==> src/sv/msmc_pkg.sv <==
// ----------------------------------------------------------------------------
// msmc_pkg: shared types and constants
// Mode, sound and animation codes, register indexes, configuration and
// internal word types for the motion saber mode controller.
// ----------------------------------------------------------------------------
package msmc_pkg;

   localparam int CSR_INDEX_W = 3;
   localparam int CSR_DATA_W  = 32;
   localparam int ACCEL_W     = 16;
   localparam int SQ_W        = 2 * ACCEL_W - 1;
   localparam int MAG_W       = 32;
   localparam int FONT_W      = 4;
   localparam int FCOUNT_W    = 5;
   localparam int IDLE_W      = 16;
   localparam int SWING_W     = 4;

   localparam logic [CSR_INDEX_W-1:0] CSR_FONT_COUNT      = 3'd0;
   localparam logic [CSR_INDEX_W-1:0] CSR_CLASH_THRESHOLD = 3'd1;
   localparam logic [CSR_INDEX_W-1:0] CSR_SWING_THRESHOLD = 3'd2;
   localparam logic [CSR_INDEX_W-1:0] CSR_SWING_DEBOUNCE  = 3'd3;
   localparam logic [CSR_INDEX_W-1:0] CSR_IDLE_TIMEOUT    = 3'd4;

   localparam logic [FCOUNT_W-1:0] FONT_COUNT_RESET      = 5'd4;
   localparam logic [MAG_W-1:0]    CLASH_THRESHOLD_RESET = 32'd25000000;
   localparam logic [MAG_W-1:0]    SWING_THRESHOLD_RESET = 32'd17000000;
   localparam logic [SWING_W-1:0]  SWING_DEBOUNCE_RESET  = 4'd4;
   localparam logic [IDLE_W-1:0]   IDLE_TIMEOUT_RESET    = 16'd500;

   localparam logic [FCOUNT_W-1:0] FONT_COUNT_MAX = 5'd16;

   typedef enum logic [2:0] {
      MODE_SLEEP  = 3'd0,
      MODE_FONT   = 3'd1,
      MODE_IDLE   = 3'd2,
      MODE_ON     = 3'd3,
      MODE_EFFECT = 3'd4,
      MODE_OFF    = 3'd5
   } mode_type;

   typedef enum logic [2:0] {
      SND_BOOT    = 3'd0,
      SND_IGNITE  = 3'd1,
      SND_RETRACT = 3'd2,
      SND_CLASH   = 3'd3,
      SND_SWING   = 3'd4
   } sound_kind_type;

   typedef enum logic [1:0] {
      ANI_SOLID   = 2'd0,
      ANI_EXTEND  = 2'd1,
      ANI_RETRACT = 2'd2
   } anim_kind_type;

   typedef struct packed {
      logic [FCOUNT_W-1:0] font_count;
      logic [MAG_W-1:0]    clash_threshold;
      logic [MAG_W-1:0]    swing_threshold;
      logic [SWING_W-1:0]  swing_debounce;
      logic [IDLE_W-1:0]   idle_timeout;
   } cfg_type;

   typedef struct packed {
      logic            button_down;
      logic            button_short;
      logic            button_long;
      logic            sound_finished;
      logic            anim_finished;
      logic [SQ_W-1:0] sq_x;
      logic [SQ_W-1:0] sq_y;
      logic [SQ_W-1:0] sq_z;
   } tick_type;

   typedef struct packed {
      logic              sound_start;
      sound_kind_type    sound_kind;
      logic              anim_start;
      anim_kind_type     anim_kind;
      logic              anim_dark;
      logic [FONT_W-1:0] font_index;
      mode_type          mode_now;
      logic              sleep_now;
   } result_type;

endpackage

==> src/sv/msmc_ifs.sv <==
// ----------------------------------------------------------------------------
// msmc channel interfaces
// Tick input, result output and register write channels, valid/ready.
// ----------------------------------------------------------------------------
interface msmc_req_if;
   import msmc_pkg::*;

   logic                      valid;
   logic                      ready;
   logic                      button_down;
   logic                      button_short;
   logic                      button_long;
   logic                      sound_finished;
   logic                      anim_finished;
   logic signed [ACCEL_W-1:0] accel_x;
   logic signed [ACCEL_W-1:0] accel_y;
   logic signed [ACCEL_W-1:0] accel_z;

   modport source (
      output valid, button_down, button_short, button_long, sound_finished,
             anim_finished, accel_x, accel_y, accel_z,
      input  ready
   );
   modport sink (
      input  valid, button_down, button_short, button_long, sound_finished,
             anim_finished, accel_x, accel_y, accel_z,
      output ready
   );
endinterface

interface msmc_rsp_if;
   import msmc_pkg::*;

   logic              valid;
   logic              ready;
   logic              sound_start;
   sound_kind_type    sound_kind;
   logic              anim_start;
   anim_kind_type     anim_kind;
   logic              anim_dark;
   logic [FONT_W-1:0] font_index;
   mode_type          mode_now;
   logic              sleep_now;

   modport source (
      output valid, sound_start, sound_kind, anim_start, anim_kind, anim_dark,
             font_index, mode_now, sleep_now,
      input  ready
   );
   modport sink (
      input  valid, sound_start, sound_kind, anim_start, anim_kind, anim_dark,
             font_index, mode_now, sleep_now,
      output ready
   );
endinterface

interface msmc_csr_if;
   import msmc_pkg::*;

   logic                   valid;
   logic                   ready;
   logic [CSR_INDEX_W-1:0] index;
   logic [CSR_DATA_W-1:0]  data;

   modport source (output valid, index, data, input ready);
   modport sink (input valid, index, data, output ready);
endinterface

==> src/sv/motion_saber_mode_controller.sv <==
// ----------------------------------------------------------------------------
// motion_saber_mode_controller: saber mode controller top level
// A tick's squares are registered in the input stage, then the mode logic
//   writes the result register, from which the result is offered.
// Throughput: one tick per cycle unless a result waits; then one tick is held.
// Reset: synchronous; mode sleep, counters and font cleared, registers to
//   their defaults. No clearing pass.
// ----------------------------------------------------------------------------
module motion_saber_mode_controller (
   input logic        clock,
   input logic        reset,
   msmc_req_if.sink   req_bus,
   msmc_rsp_if.source rsp_bus,
   msmc_csr_if.sink   csr_bus
);
   import msmc_pkg::*;

   cfg_type  cfg;
   tick_type tick;
   logic     tick_valid;
   logic     take;

   msmc_csr_regs u_csr_regs (
      .clock   (clock),
      .reset   (reset),
      .csr_bus (csr_bus),
      .cfg     (cfg)
   );

   msmc_accel_sq u_accel_sq (
      .clock      (clock),
      .reset      (reset),
      .req_bus    (req_bus),
      .take       (take),
      .tick_valid (tick_valid),
      .tick       (tick)
   );

   msmc_mode_fsm u_mode_fsm (
      .clock      (clock),
      .reset      (reset),
      .cfg        (cfg),
      .tick_valid (tick_valid),
      .tick       (tick),
      .take       (take),
      .rsp_bus    (rsp_bus)
   );

endmodule

==> src/sv/msmc_csr_regs.sv <==
// ----------------------------------------------------------------------------
// msmc_csr_regs: configuration registers
// Holds font count, thresholds, swing debounce and idle timeout.
// ----------------------------------------------------------------------------
module msmc_csr_regs (
   input  logic              clock,
   input  logic              reset,
   msmc_csr_if.sink          csr_bus,
   output msmc_pkg::cfg_type cfg
);
   import msmc_pkg::*;

   cfg_type cfg_ff;
   cfg_type cfg_in;

   assign csr_bus.ready = 1'b1;
   assign cfg           = cfg_ff;

   always_comb begin
      cfg_in = cfg_ff;
      if (csr_bus.valid) begin
         unique case (csr_bus.index)
            CSR_FONT_COUNT:      cfg_in.font_count      = csr_bus.data[FCOUNT_W-1:0];
            CSR_CLASH_THRESHOLD: cfg_in.clash_threshold = csr_bus.data[MAG_W-1:0];
            CSR_SWING_THRESHOLD: cfg_in.swing_threshold = csr_bus.data[MAG_W-1:0];
            CSR_SWING_DEBOUNCE:  cfg_in.swing_debounce  = csr_bus.data[SWING_W-1:0];
            CSR_IDLE_TIMEOUT:    cfg_in.idle_timeout    = csr_bus.data[IDLE_W-1:0];
            default: ;
         endcase
      end
   end

   always_ff @(posedge clock) begin
      if (reset) begin
         cfg_ff.font_count      <= FONT_COUNT_RESET;
         cfg_ff.clash_threshold <= CLASH_THRESHOLD_RESET;
         cfg_ff.swing_threshold <= SWING_THRESHOLD_RESET;
         cfg_ff.swing_debounce  <= SWING_DEBOUNCE_RESET;
         cfg_ff.idle_timeout    <= IDLE_TIMEOUT_RESET;
      end else begin
         cfg_ff <= cfg_in;
      end
   end

endmodule

==> src/sv/msmc_accel_sq.sv <==
// ----------------------------------------------------------------------------
// msmc_accel_sq: input stage
// Registers the tick flags and the three squared accelerometer axes.
// ----------------------------------------------------------------------------
module msmc_accel_sq (
   input  logic               clock,
   input  logic               reset,
   msmc_req_if.sink           req_bus,
   input  logic               take,
   output logic               tick_valid,
   output msmc_pkg::tick_type tick
);
   import msmc_pkg::*;

   logic                        valid_ff;
   logic                        valid_in;
   tick_type                    tick_ff;
   tick_type                    tick_in;
   logic signed [2*ACCEL_W-1:0] px;
   logic signed [2*ACCEL_W-1:0] py;
   logic signed [2*ACCEL_W-1:0] pz;
   logic                        accept;

   assign req_bus.ready = !valid_ff || take;
   assign accept        = req_bus.valid && req_bus.ready;
   assign tick_valid    = valid_ff;
   assign tick          = tick_ff;

   // squares are never negative; top bit always clear
   assign px = req_bus.accel_x * req_bus.accel_x;
   assign py = req_bus.accel_y * req_bus.accel_y;
   assign pz = req_bus.accel_z * req_bus.accel_z;

   always_comb begin
      tick_in.button_down    = req_bus.button_down;
      tick_in.button_short   = req_bus.button_short;
      tick_in.button_long    = req_bus.button_long;
      tick_in.sound_finished = req_bus.sound_finished;
      tick_in.anim_finished  = req_bus.anim_finished;
      tick_in.sq_x           = px[SQ_W-1:0];
      tick_in.sq_y           = py[SQ_W-1:0];
      tick_in.sq_z           = pz[SQ_W-1:0];
   end

   always_comb begin
      if (accept) begin
         valid_in = 1'b1;
      end else if (take) begin
         valid_in = 1'b0;
      end else begin
         valid_in = valid_ff;
      end
   end

   always_ff @(posedge clock) begin
      if (reset) begin
         valid_ff <= 1'b0;
      end else begin
         valid_ff <= valid_in;
      end
   end

   always_ff @(posedge clock) begin
      if (accept) begin
         tick_ff <= tick_in;
      end
   end

endmodule

==> src/sv/msmc_mode_fsm.sv <==
// ----------------------------------------------------------------------------
// msmc_mode_fsm: mode machine and result register
// Six-mode controller with idle and swing counters, font selection and
// clash/swing detection on the summed squared acceleration.
// ----------------------------------------------------------------------------
module msmc_mode_fsm (
   input  logic               clock,
   input  logic               reset,
   input  msmc_pkg::cfg_type  cfg,
   input  logic               tick_valid,
   input  msmc_pkg::tick_type tick,
   output logic               take,
   msmc_rsp_if.source         rsp_bus
);
   import msmc_pkg::*;

   mode_type            mode_ff;
   mode_type            mode_in;
   logic [IDLE_W-1:0]   idle_ff;
   logic [IDLE_W-1:0]   idle_in;
   logic [IDLE_W-1:0]   idle_inc;
   logic [SWING_W-1:0]  swing_ff;
   logic [SWING_W-1:0]  swing_in;
   logic [FONT_W-1:0]   font_ff;
   logic [FONT_W-1:0]   font_in;
   logic [FCOUNT_W-1:0] font_lim;
   logic [MAG_W-1:0]    mag;
   logic                out_valid_ff;
   logic                out_valid_in;
   result_type          result_ff;
   result_type          result_in;

   // (v mod n) for v <= 16, 1 <= n <= 16, restoring subtract
   function automatic logic [FONT_W-1:0] wrap_font(input logic [FCOUNT_W-1:0] v,
                                                   input logic [FCOUNT_W-1:0] n);
      logic [FCOUNT_W+3:0] r;
      logic [FCOUNT_W+3:0] d;
      r = {4'b0, v};
      for (int k = FCOUNT_W - 1; k >= 0; k--) begin
         d = {4'b0, n} << k;
         if (r >= d) begin
            r = r - d;
         end
      end
      return r[FONT_W-1:0];
   endfunction

   assign take = tick_valid && (!out_valid_ff || rsp_bus.ready);

   assign mag = MAG_W'(tick.sq_x) + MAG_W'(tick.sq_y) + MAG_W'(tick.sq_z);
   assign idle_inc = (idle_ff != {IDLE_W{1'b1}}) ? idle_ff + 1'b1 : idle_ff;

   always_comb begin
      if (cfg.font_count == '0) begin
         font_lim = FCOUNT_W'(1);
      end else if (cfg.font_count > FONT_COUNT_MAX) begin
         font_lim = FONT_COUNT_MAX;
      end else begin
         font_lim = cfg.font_count;
      end
   end

   always_comb begin
      mode_in  = mode_ff;
      idle_in  = idle_ff;
      swing_in = swing_ff;
      font_in  = font_ff;
      result_in.sound_start = 1'b0;
      result_in.sound_kind  = SND_BOOT;
      result_in.anim_start  = 1'b0;
      result_in.anim_kind   = ANI_SOLID;
      result_in.anim_dark   = 1'b0;
      result_in.sleep_now   = 1'b0;

      unique case (mode_ff)
         MODE_SLEEP: begin
            result_in.sleep_now   = 1'b1;
            result_in.sound_start = 1'b1;
            result_in.sound_kind  = SND_BOOT;
            mode_in = MODE_FONT;
         end
         MODE_FONT: begin
            if (tick.sound_finished) begin
               if (tick.button_down) begin
                  font_in = wrap_font(FCOUNT_W'(font_ff) + 1'b1, font_lim);
                  result_in.sound_start = 1'b1;
                  result_in.sound_kind  = SND_BOOT;
                  result_in.anim_start  = 1'b1;
                  result_in.anim_kind   = ANI_SOLID;
               end else begin
                  idle_in = '0;
                  mode_in = MODE_IDLE;
                  result_in.anim_start = 1'b1;
                  result_in.anim_kind  = ANI_SOLID;
                  result_in.anim_dark  = 1'b1;
               end
            end
         end
         MODE_IDLE: begin
            priority if (tick.button_short) begin
               result_in.sound_start = 1'b1;
               result_in.sound_kind  = SND_IGNITE;
               result_in.anim_start  = 1'b1;
               result_in.anim_kind   = ANI_EXTEND;
               mode_in = MODE_EFFECT;
            end else if (tick.button_long) begin
               mode_in = MODE_FONT;
            end else begin
               idle_in = idle_inc;
               if (idle_inc > cfg.idle_timeout) begin
                  mode_in = MODE_SLEEP;
               end
            end
         end
         MODE_ON: begin
            priority if (tick.button_short) begin
               result_in.sound_start = 1'b1;
               result_in.sound_kind  = SND_RETRACT;
               result_in.anim_start  = 1'b1;
               result_in.anim_kind   = ANI_RETRACT;
               mode_in = MODE_OFF;
            end else if (mag > cfg.clash_threshold) begin
               result_in.sound_start = 1'b1;
               result_in.sound_kind  = SND_CLASH;
               mode_in = MODE_EFFECT;
            end else if (mag > cfg.swing_threshold) begin
               if (swing_ff > cfg.swing_debounce) begin
                  result_in.sound_start = 1'b1;
                  result_in.sound_kind  = SND_SWING;
                  mode_in = MODE_EFFECT;
               end else if (swing_ff != {SWING_W{1'b1}}) begin
                  swing_in = swing_ff + 1'b1;
               end
            end else begin
               swing_in = '0;
            end
         end
         MODE_EFFECT: begin
            if (tick.anim_finished && tick.sound_finished) begin
               swing_in = '0;
               mode_in  = MODE_ON;
            end
         end
         MODE_OFF: begin
            if (tick.anim_finished && tick.sound_finished) begin
               idle_in = '0;
               mode_in = MODE_IDLE;
            end
         end
         default: begin
            mode_in = MODE_SLEEP;
         end
      endcase

      result_in.font_index = font_in;
      result_in.mode_now   = mode_in;
   end

   always_comb begin
      if (take) begin
         out_valid_in = 1'b1;
      end else if (rsp_bus.ready) begin
         out_valid_in = 1'b0;
      end else begin
         out_valid_in = out_valid_ff;
      end
   end

   always_ff @(posedge clock) begin
      if (reset) begin
         mode_ff      <= MODE_SLEEP;
         idle_ff      <= '0;
         swing_ff     <= '0;
         font_ff      <= '0;
         out_valid_ff <= 1'b0;
      end else begin
         out_valid_ff <= out_valid_in;
         if (take) begin
            mode_ff  <= mode_in;
            idle_ff  <= idle_in;
            swing_ff <= swing_in;
            font_ff  <= font_in;
         end
      end
   end

   always_ff @(posedge clock) begin
      if (take) begin
         result_ff <= result_in;
      end
   end

   assign rsp_bus.valid       = out_valid_ff;
   assign rsp_bus.sound_start = result_ff.sound_start;
   assign rsp_bus.sound_kind  = result_ff.sound_kind;
   assign rsp_bus.anim_start  = result_ff.anim_start;
   assign rsp_bus.anim_kind   = result_ff.anim_kind;
   assign rsp_bus.anim_dark   = result_ff.anim_dark;
   assign rsp_bus.font_index  = result_ff.font_index;
   assign rsp_bus.mode_now    = result_ff.mode_now;
   assign rsp_bus.sleep_now   = result_ff.sleep_now;

endmodule
==> src/flat_wrapper.sv <==
// flat-port wrapper written by rule: the top's interface ports become plain ports
module motion_saber_mode_controller_flat import msmc_pkg::*;
  (clock, reset, req_bus_valid, req_bus_button_down, req_bus_button_short, req_bus_button_long, req_bus_sound_finished, req_bus_anim_finished, req_bus_accel_x, req_bus_accel_y, req_bus_accel_z, req_bus_ready, rsp_bus_valid, rsp_bus_sound_start, rsp_bus_sound_kind, rsp_bus_anim_start, rsp_bus_anim_kind, rsp_bus_anim_dark, rsp_bus_font_index, rsp_bus_mode_now, rsp_bus_sleep_now, rsp_bus_ready, csr_bus_valid, csr_bus_index, csr_bus_data, csr_bus_ready);
  msmc_req_if req_bus_i ();
  msmc_rsp_if rsp_bus_i ();
  msmc_csr_if csr_bus_i ();
  input logic clock;
  input logic reset;
  input wire logic [$bits(req_bus_i.valid)-1:0] req_bus_valid;
  input wire logic [$bits(req_bus_i.button_down)-1:0] req_bus_button_down;
  input wire logic [$bits(req_bus_i.button_short)-1:0] req_bus_button_short;
  input wire logic [$bits(req_bus_i.button_long)-1:0] req_bus_button_long;
  input wire logic [$bits(req_bus_i.sound_finished)-1:0] req_bus_sound_finished;
  input wire logic [$bits(req_bus_i.anim_finished)-1:0] req_bus_anim_finished;
  input wire logic [$bits(req_bus_i.accel_x)-1:0] req_bus_accel_x;
  input wire logic [$bits(req_bus_i.accel_y)-1:0] req_bus_accel_y;
  input wire logic [$bits(req_bus_i.accel_z)-1:0] req_bus_accel_z;
  output wire logic [$bits(req_bus_i.ready)-1:0] req_bus_ready;
  output wire logic [$bits(rsp_bus_i.valid)-1:0] rsp_bus_valid;
  output wire logic [$bits(rsp_bus_i.sound_start)-1:0] rsp_bus_sound_start;
  output wire logic [$bits(rsp_bus_i.sound_kind)-1:0] rsp_bus_sound_kind;
  output wire logic [$bits(rsp_bus_i.anim_start)-1:0] rsp_bus_anim_start;
  output wire logic [$bits(rsp_bus_i.anim_kind)-1:0] rsp_bus_anim_kind;
  output wire logic [$bits(rsp_bus_i.anim_dark)-1:0] rsp_bus_anim_dark;
  output wire logic [$bits(rsp_bus_i.font_index)-1:0] rsp_bus_font_index;
  output wire logic [$bits(rsp_bus_i.mode_now)-1:0] rsp_bus_mode_now;
  output wire logic [$bits(rsp_bus_i.sleep_now)-1:0] rsp_bus_sleep_now;
  input wire logic [$bits(rsp_bus_i.ready)-1:0] rsp_bus_ready;
  input wire logic [$bits(csr_bus_i.valid)-1:0] csr_bus_valid;
  input wire logic [$bits(csr_bus_i.index)-1:0] csr_bus_index;
  input wire logic [$bits(csr_bus_i.data)-1:0] csr_bus_data;
  output wire logic [$bits(csr_bus_i.ready)-1:0] csr_bus_ready;
  assign req_bus_i.valid = req_bus_valid;
  assign req_bus_i.button_down = req_bus_button_down;
  assign req_bus_i.button_short = req_bus_button_short;
  assign req_bus_i.button_long = req_bus_button_long;
  assign req_bus_i.sound_finished = req_bus_sound_finished;
  assign req_bus_i.anim_finished = req_bus_anim_finished;
  assign req_bus_i.accel_x = req_bus_accel_x;
  assign req_bus_i.accel_y = req_bus_accel_y;
  assign req_bus_i.accel_z = req_bus_accel_z;
  assign req_bus_ready = req_bus_i.ready;
  assign rsp_bus_valid = rsp_bus_i.valid;
  assign rsp_bus_sound_start = rsp_bus_i.sound_start;
  assign rsp_bus_sound_kind = rsp_bus_i.sound_kind;
  assign rsp_bus_anim_start = rsp_bus_i.anim_start;
  assign rsp_bus_anim_kind = rsp_bus_i.anim_kind;
  assign rsp_bus_anim_dark = rsp_bus_i.anim_dark;
  assign rsp_bus_font_index = rsp_bus_i.font_index;
  assign rsp_bus_mode_now = rsp_bus_i.mode_now;
  assign rsp_bus_sleep_now = rsp_bus_i.sleep_now;
  assign rsp_bus_i.ready = rsp_bus_ready;
  assign csr_bus_i.valid = csr_bus_valid;
  assign csr_bus_i.index = csr_bus_index;
  assign csr_bus_i.data = csr_bus_data;
  assign csr_bus_ready = csr_bus_i.ready;
  motion_saber_mode_controller u_core (.clock(clock), .reset(reset), .req_bus(req_bus_i), .rsp_bus(rsp_bus_i), .csr_bus(csr_bus_i));
endmodule
==> config.mk <==
export PLATFORM = sky130hd
export DESIGN_NAME = motion_saber_mode_controller_flat
export DESIGN_NICKNAME = d
export VERILOG_FILES = /design/src/sv/msmc_pkg.sv /design/src/sv/msmc_ifs.sv /design/src/sv/motion_saber_mode_controller.sv /design/src/sv/msmc_csr_regs.sv /design/src/sv/msmc_accel_sq.sv /design/src/sv/msmc_mode_fsm.sv /design/src/flat_wrapper.sv
export SDC_FILE = /design/constraint.sdc
export NUM_CORES = 2
export LEC_CHECK = 0
export BUFFER_PORTS_ARGS = -buffer_cell sky130_fd_sc_hd__buf_2
export CAP_MARGIN = 20
export CORE_AREA = 5 5 265 267
export DETAILED_ROUTE_END_ITERATION = 8
export DIE_AREA = 0 0 270 272
export PLACE_DENSITY = 0.75
export SLEW_MARGIN = 20
export SYNTH_ARGS = -nofsm -noshare
export SYNTH_HDL_FRONTEND = slang
export SYNTH_SLANG_ARGS = --single-unit
==> constraint.sdc <==
create_clock -name clock -period 14.7 [get_ports clock]
set_clock_uncertainty 0.05 [all_clocks]
set_input_delay 0 -clock clock [delete_from_list [all_inputs] [get_ports clock]]
set_output_delay 0 -clock clock [all_outputs]
set_load 0.005 [all_outputs]
**Word level (Yosys, flattened, before mapping)**

Cells that the tools add are included.
W data, S select, Z words.

- Eq/ne operators: 21
- Reductions and logical operators: 22
- Order comparisons: 10
- Add/subtract/negate cells: 10
- Multipliers: 3
- Muxes and demuxes: 64

Operators by type and width:

| kind | number |
|---|---|
| $mux W9 | 16 |
| $mux W16 | 6 |
| $mul A16 B16 Y31 | 3 |
| $gt A32 B32 Y1 | 2 |
| $mux W4 | 15 |
| $pmux W16 S3 | 1 |
| $mux W3 | 12 |
| $add A31 B31 Y32 | 1 |
| $add A32 B31 Y32 | 1 |
| $pmux W3 S6 | 1 |
| $add A16 B1 Y16 const B | 1 |
| $gt A16 B16 Y1 | 1 |
| $ne A16 B16 Y1 const B | 1 |
| $pmux W4 S4 | 1 |
| $ne A2 B2 Y1 const B | 7 |
| $reduce_and A7 Y1 | 2 |
| $eq A3 B2 Y1 const B | 4 |
| $reduce_and A2 Y1 | 6 |
| $mux W5 | 2 |
| $eq A3 B3 Y1 const B | 3 |
| $ge A5 B9 Y1 | 1 |
| $ge A9 B5 Y1 | 1 |
| $ge A9 B6 Y1 | 1 |
| $ge A9 B7 Y1 | 1 |
| other kinds (26) | 40 |

- Input bits: 93
- Word-level logic and storage cells: 157
- Output and inout port bits: 19
- Register bits: 232

**Depth between registers and ports, before layout**

- Word-level depth: 28
- Mapped depth: 42
- Gate-level depth less buffers: 40

**Modules after synthesis**

From an unflattened synthesis, not the netlist that was laid out.

- Cells, all modules: 4376
- Area total of the unflattened synthesis: 40975.5 um^2

Modules (own cells, without submodules):

| module | area an instance (um^2) | cells an instance | sequential area each (um^2) | times used |
|---|---|---|---|---|
| msmc_accel_sq | 29432.0 | 3071 | 2872.8 | 1 |
| msmc_mode_fsm | 7895.1 | 953 | 1041.0 | 1 |
| msmc_csr_regs | 3648.5 | 352 | 1781.7 | 1 |

**Worst setup path after synthesis**

No wires, ideal clock.

- Path type: reg-to-reg
- From: register u_core.u_csr_regs.cfg_ff (netlist bit u_core.u_csr_regs.cfg[85])
- To: register u_core.u_mode_fsm.result_ff (netlist bit u_core.u_mode_fsm.rsp_bus.font_index[1]) (data pin)
- Clock period less this slack: 8691 ps
- Cell stages (with the launch flop): 43
- Arrival: 8379 ps
- Path slack: 6009 ps
- Cells stage by stage: dfxtp_1 -> nor3_1 -> nor2_1 -> nor2_1 -> ha_1 -> inv_1 -> ha_1 -> a211o_2 -> inv_2 -> ha_1 -> and4_1 -> and3_1 -> o31a_1 -> nor2_1 -> mux2_2 -> inv_1 -> ha_1 -> nor2b_1 -> [7 not listed] -> o21ai_0 -> nand2b_1 -> a21o_1 -> nor3_1 -> mux2i_1 -> nor3_2 -> mux2i_1 -> ha_1 -> o21ai_0 -> nand2b_1 -> a21o_1 -> a21oi_1 -> nor2b_1 -> nor3_1 -> and3_1 -> buf_4 -> mux2i_1 -> o21ai_1

- Word-level cells in the longest chain between the ends: 28

Ends and longest elaborated chain:

| item | RTL line | text |
|---|---|---|
| start, declared | msmc_csr_regs.sv:13 | `cfg_type cfg_ff;` |
| start signal, assigned | msmc_csr_regs.sv:41 | `cfg_ff <= cfg_in;` |
| $gt A5 B5 Y1 | msmc_mode_fsm.sv:56 | `end else if (cfg.font_count > FONT_COUNT_MAX) begin` |
| $mux W5 | msmc_mode_fsm.sv:56 |  |
| $mux W5 (*) | msmc_mode_fsm.sv:54 | `if (cfg.font_count == '0) begin` |
| $sub A5 B9 Y9 / $ge A5 B9 Y1 (equally long branches) | msmc_mode_fsm.sv:42, msmc_mode_fsm.sv:41 |  |
| $mux W9 | msmc_mode_fsm.sv:41 | `if (r >= d) begin` |
| $mux W9 | msmc_mode_fsm.sv:84 | `if (tick.button_down) begin` |
| $mux W9 | msmc_mode_fsm.sv:83 | `if (tick.sound_finished) begin` |
| $mux W9 | msmc_mode_fsm.sv:75 | `unique case (mode_ff)` |
| [13 not listed] | - |  |
| $mux W9 | msmc_mode_fsm.sv:83 |  |
| $mux W9 | msmc_mode_fsm.sv:75 |  |
| $ge A9 B5 Y1 / $sub A4 B4 Y4 (equally long branches) | msmc_mode_fsm.sv:41, msmc_mode_fsm.sv:42 |  |
| $mux W4 (*) | msmc_mode_fsm.sv:41 |  |
| $mux W4 (*) | msmc_mode_fsm.sv:84 |  |
| $mux W4 (*) | msmc_mode_fsm.sv:83 |  |
| $mux W4 (*) | msmc_mode_fsm.sv:75 |  |
| via u_core.u_mode_fsm.font_in[1] | msmc_mode_fsm.sv:25 | `logic [FONT_W-1:0] font_in;` |
| end signal, assigned | msmc_mode_fsm.sv:189 | `result_ff <= result_in;` |
| end, declared | msmc_mode_fsm.sv:30 | `result_type result_ff;` |

The timed path passes the listed nets; every way through them passes the cells marked *. The select of a mux whose other input is x is not followed.
A chain may end at the register's enable or synchronous reset.

**Worst setup path after layout**

- From: register u_core.u_csr_regs.cfg_ff (netlist bit u_core.u_csr_regs.cfg[85])
- To: register u_core.u_mode_fsm.result_ff (netlist bit u_core.u_mode_fsm.rsp_bus.font_index[3]) (data pin)

The elaborated chain is that of the path after synthesis.

==> reports/metrics.yaml <==
die:
  die_w_um: 270
  start_util_pct: 57.9
  core_area_um2: 67900
  die_area_um2: 73400
  die_h_um: 272
  rows: 96
  ios: 112
grt:
  grt_max_degree: 59
  grt_pass1_vias: 29793
  grt-ovfl-total: 0
  grt_usage_pct: 24.1
  grt_pass1_wl_um: 147000
  antenna_found_initial: 1
worst_setup_path:
  cp.required_ns: 14.95
  slowest_stage: "or3_1"
  crit_path_end_kind: "flop"
  cp.arrival_ns: 10.12
  crit_path_max_fanout: 8
  critPathMaxStageDelay_ns: 0.54
  start_kind: "flop"
  crit_path_frequent_cell: "ha_1"
  criticalPathCategory: "reg -> reg"
detailed_routing:
  first_pass_iters: 6
  drt-initial-drc-count: 1898
  vias_per_cell: 5.42
  routed_wl_um: 85900
  num_vias: 28144
  drc: 0
  routedWlPerCell_um: 16.5
  ant_nets: 0
clocking:
  cts_resized: 0
  clockBufferDepth: 3
  numClockSinks: 229
  clkTransAtPathRegs_ns: 0.06
  cts_root_buf: "clkbuf_16"
  h-tree-depth: 1
  tritoncts: "yes"
  insertion_delay_ns: 0.56
  cts_buffers: 25
place:
  gp_congestion: 0.884
  dp_hpwl_um: 69800
  port_buffers: 110
  placed_cell_area_um2: 40600
timing:
  drv_slew: 0
  period_share_pct: 67.2
  fmax_ghz: 0.101
  finalCriticalPeriod_ns: 9.87
  tightest_slew_ns: 1.08
  slew_headroom_pct: 28.0
  whs_ns: 0.0460
  fin_tns_setup_ns: 0
  hold_viol: 0
  rsz0062_at_grt: "false"
  finalSetupViolations: 0
hold_path:
  hp-class: "in -> reg"
logic_synthesis:
  synth_area_um2: 39300
  ys_warn_count: 0
  postSynth.asyncResetShare_pct: 0
  ys_ff_latch: 229
  synth_flop_cell: "dfxtp_1"
  syn_inst: 4202
  synth-edff-count: 111
  synth_seq_area_share_pct: 14.5
  synthDistinctLibCells: 84
  synth.top_cell.area_share_pct: 37.3
  synth.avg_cell_area_um2: 9.35
  ys_top_cells_by_area: "fa_1 (37%), ha_1 (12%), inv_1 (9.7%)"
  synth_top_area_cell: "fa_1"
final_layout:
  syn_to_final_growth_pct: 6.87
  stdcell_area_um2: 42000
  nNetsFinal: 5494
  drive_gt1_share_pct: 4.50
run_status:
  status: "completed"
job:
  cap_viol_max_count: 0
## worst max-delay path, delay by kind of cell (launching register included)
kind / cells / cell delay [ns]
buf+inv: 3 / 0.30
mux: 4 / 1.30
simple gates: 16 / 3.55
fa+ha+maj: 6 / 1.66
compound gates: 11 / 2.40
flops: 1 / 0.33
## through the flow
stage | util [%] | instances | setup slack, ns
floorplan | - | 4204 | 6.01
global placement | 59.8 | 5099 | 5.05
detailed placement | 59.9 | 5100 | 4.90
CTS | 61.9 | 5196 | 4.87
global route | 61.9 | 5197 | 4.11
finish | 61.9 | 5197 | 4.83
## registers in the layout, summed over array words and instances, names as in the netlist, 2 cells and up
register and cells:
u_core.u_accel_sq.tick 95, u_core.u_csr_regs.cfg 89, u_core.u_mode_fsm.font_ff 4, u_core.u_mode_fsm.idle_ff 16, u_core.u_mode_fsm.mode_ff 3, u_core.u_mode_fsm.rsp_bus.anim_kind 2, u_core.u_mode_fsm.rsp_bus.font_index 4, u_core.u_mode_fsm.rsp_bus.mode_now 3
u_core.u_mode_fsm.rsp_bus.sound_kind 3, u_core.u_mode_fsm.swing_ff 4
## final cells by class
| class | count | area, um2 |
|---|---|---|
| antenna | 1 | 2.50 |
| clock buffer | 28 | 647 |
| clock inverter | 17 | 213 |
| fill | 5605 | 25900 |
| inverter | 1022 | 3840 |
| multi-input combinational | 2849 | 29400 |
| sequential | 229 | 5700 |
| tap | 882 | 1100 |
| timing repair buffer | 169 | 1130 |
## worst paths after layout
check	startpoint	to	slack, ns	cells after the start
worst min register to register	u_core.u_csr_regs.cfg[3]$_SDFFE_PP0P_	u_core.u_csr_regs.cfg[3]$_SDFFE_PP0P_	0.41	2
worst max register to register	u_core.u_csr_regs.cfg[85]$_SDFFE_PP0P_	u_core.u_mode_fsm.rsp_bus.font_index[3]$_DFFE_PP_	4.83	40
worst max-delay path	u_core.u_csr_regs.cfg[85]$_SDFFE_PP0P_	u_core.u_mode_fsm.rsp_bus.font_index[3]$_DFFE_PP_	4.83	40
worst min-delay path	csr_bus_index[2]	u_core.u_csr_regs.cfg[18]$_SDFFE_PP1P_	0.05	5
## what timing repair did
item,CTS,global route
setup buffers,0,0
endpoints found under the setup margin,0,0
hold buffers,51,0
hold endpoints to repair,102,0
## metal layers
| metal | vias to the layer above | global-route usage, % | share of wire [%] |
|---|---|---|---|
| li1 | 13284 | - | - |
| met1 | 14040 | 33.3 | 43 |
| met2 | 704 | 42.5 | 50 |
| met3 | 116 | 2.07 | 4.7 |
| met4 | 0 | 4.59 | 2.0 |
| met5 | - | 0 | 0 |
## cell families after synthesis
kind of cell / synth area share, %
adders and majority gates: 49.2
buffers and inverters: 10.8
and+or+nand+nor: 12.2
muxes: 0.646
DFF: 14.5
other: 0.0191
AOI/OAI and AO/OA: 9.16
xor gates and xnor gates: 3.52
## Yosys cell counts (all sizes together), types with 9 or more instances
library cell and count:
a211o 12, a211oi 18, a21o 60, a21oi 194, a22oi 10, a31oi 16
and2 140, and3 22, and4 10, clkbuf 96, dfxtp 118, edfxtp 111
fa 733, ha 372, inv 1021, mux2i 16, nand2 411, nand2b 43
nand3 46, nand4 26, nor2 182, nor2b 41, nor3 41, o211ai 35
o21a 31, o21ai 79, o21bai 17, o31ai 9, or2 9, or3 11
xnor2 114, xor2 44
## cell usage in the layout (no fill, tap or decap), types with 7 or more instances in the layout
cell	netlist	final
a211o_1	11	11
a211oi_1	18	18
a21o_1	60	60
a21oi_1	194	194
a22oi_1	10	10
a311oi_1	7	7
a31oi_1	16	16
and2_1	140	139
and3_1	22	22
and4_1	10	10
buf_2	1	110
buf_4	2	7
clkbuf_16	0	25
dfxtp_1	118	118
dlygate4sd3_1	0	51
edfxtp_1	111	111
fa_1	733	733
ha_1	372	372
inv_1	1018	1018
mux2_2	7	7
mux2i_1	16	16
nand2_1	411	411
nand2b_1	43	43
nand3_1	45	45
nand4_1	26	26
nor2_1	182	181
nor2b_1	41	41
nor3_1	40	40
o211ai_1	35	35
o21a_1	31	31
o21ai_0	78	78
o21bai_1	17	17
o31a_1	8	8
o31ai_1	8	8
or2_2	9	9
or3_1	11	11
xnor2_1	114	114
xor2_1	44	44
Power is left out: the tool's default activity adds up to more than one toggle a clock period on the data nets, which glitch-free logic cannot reach.
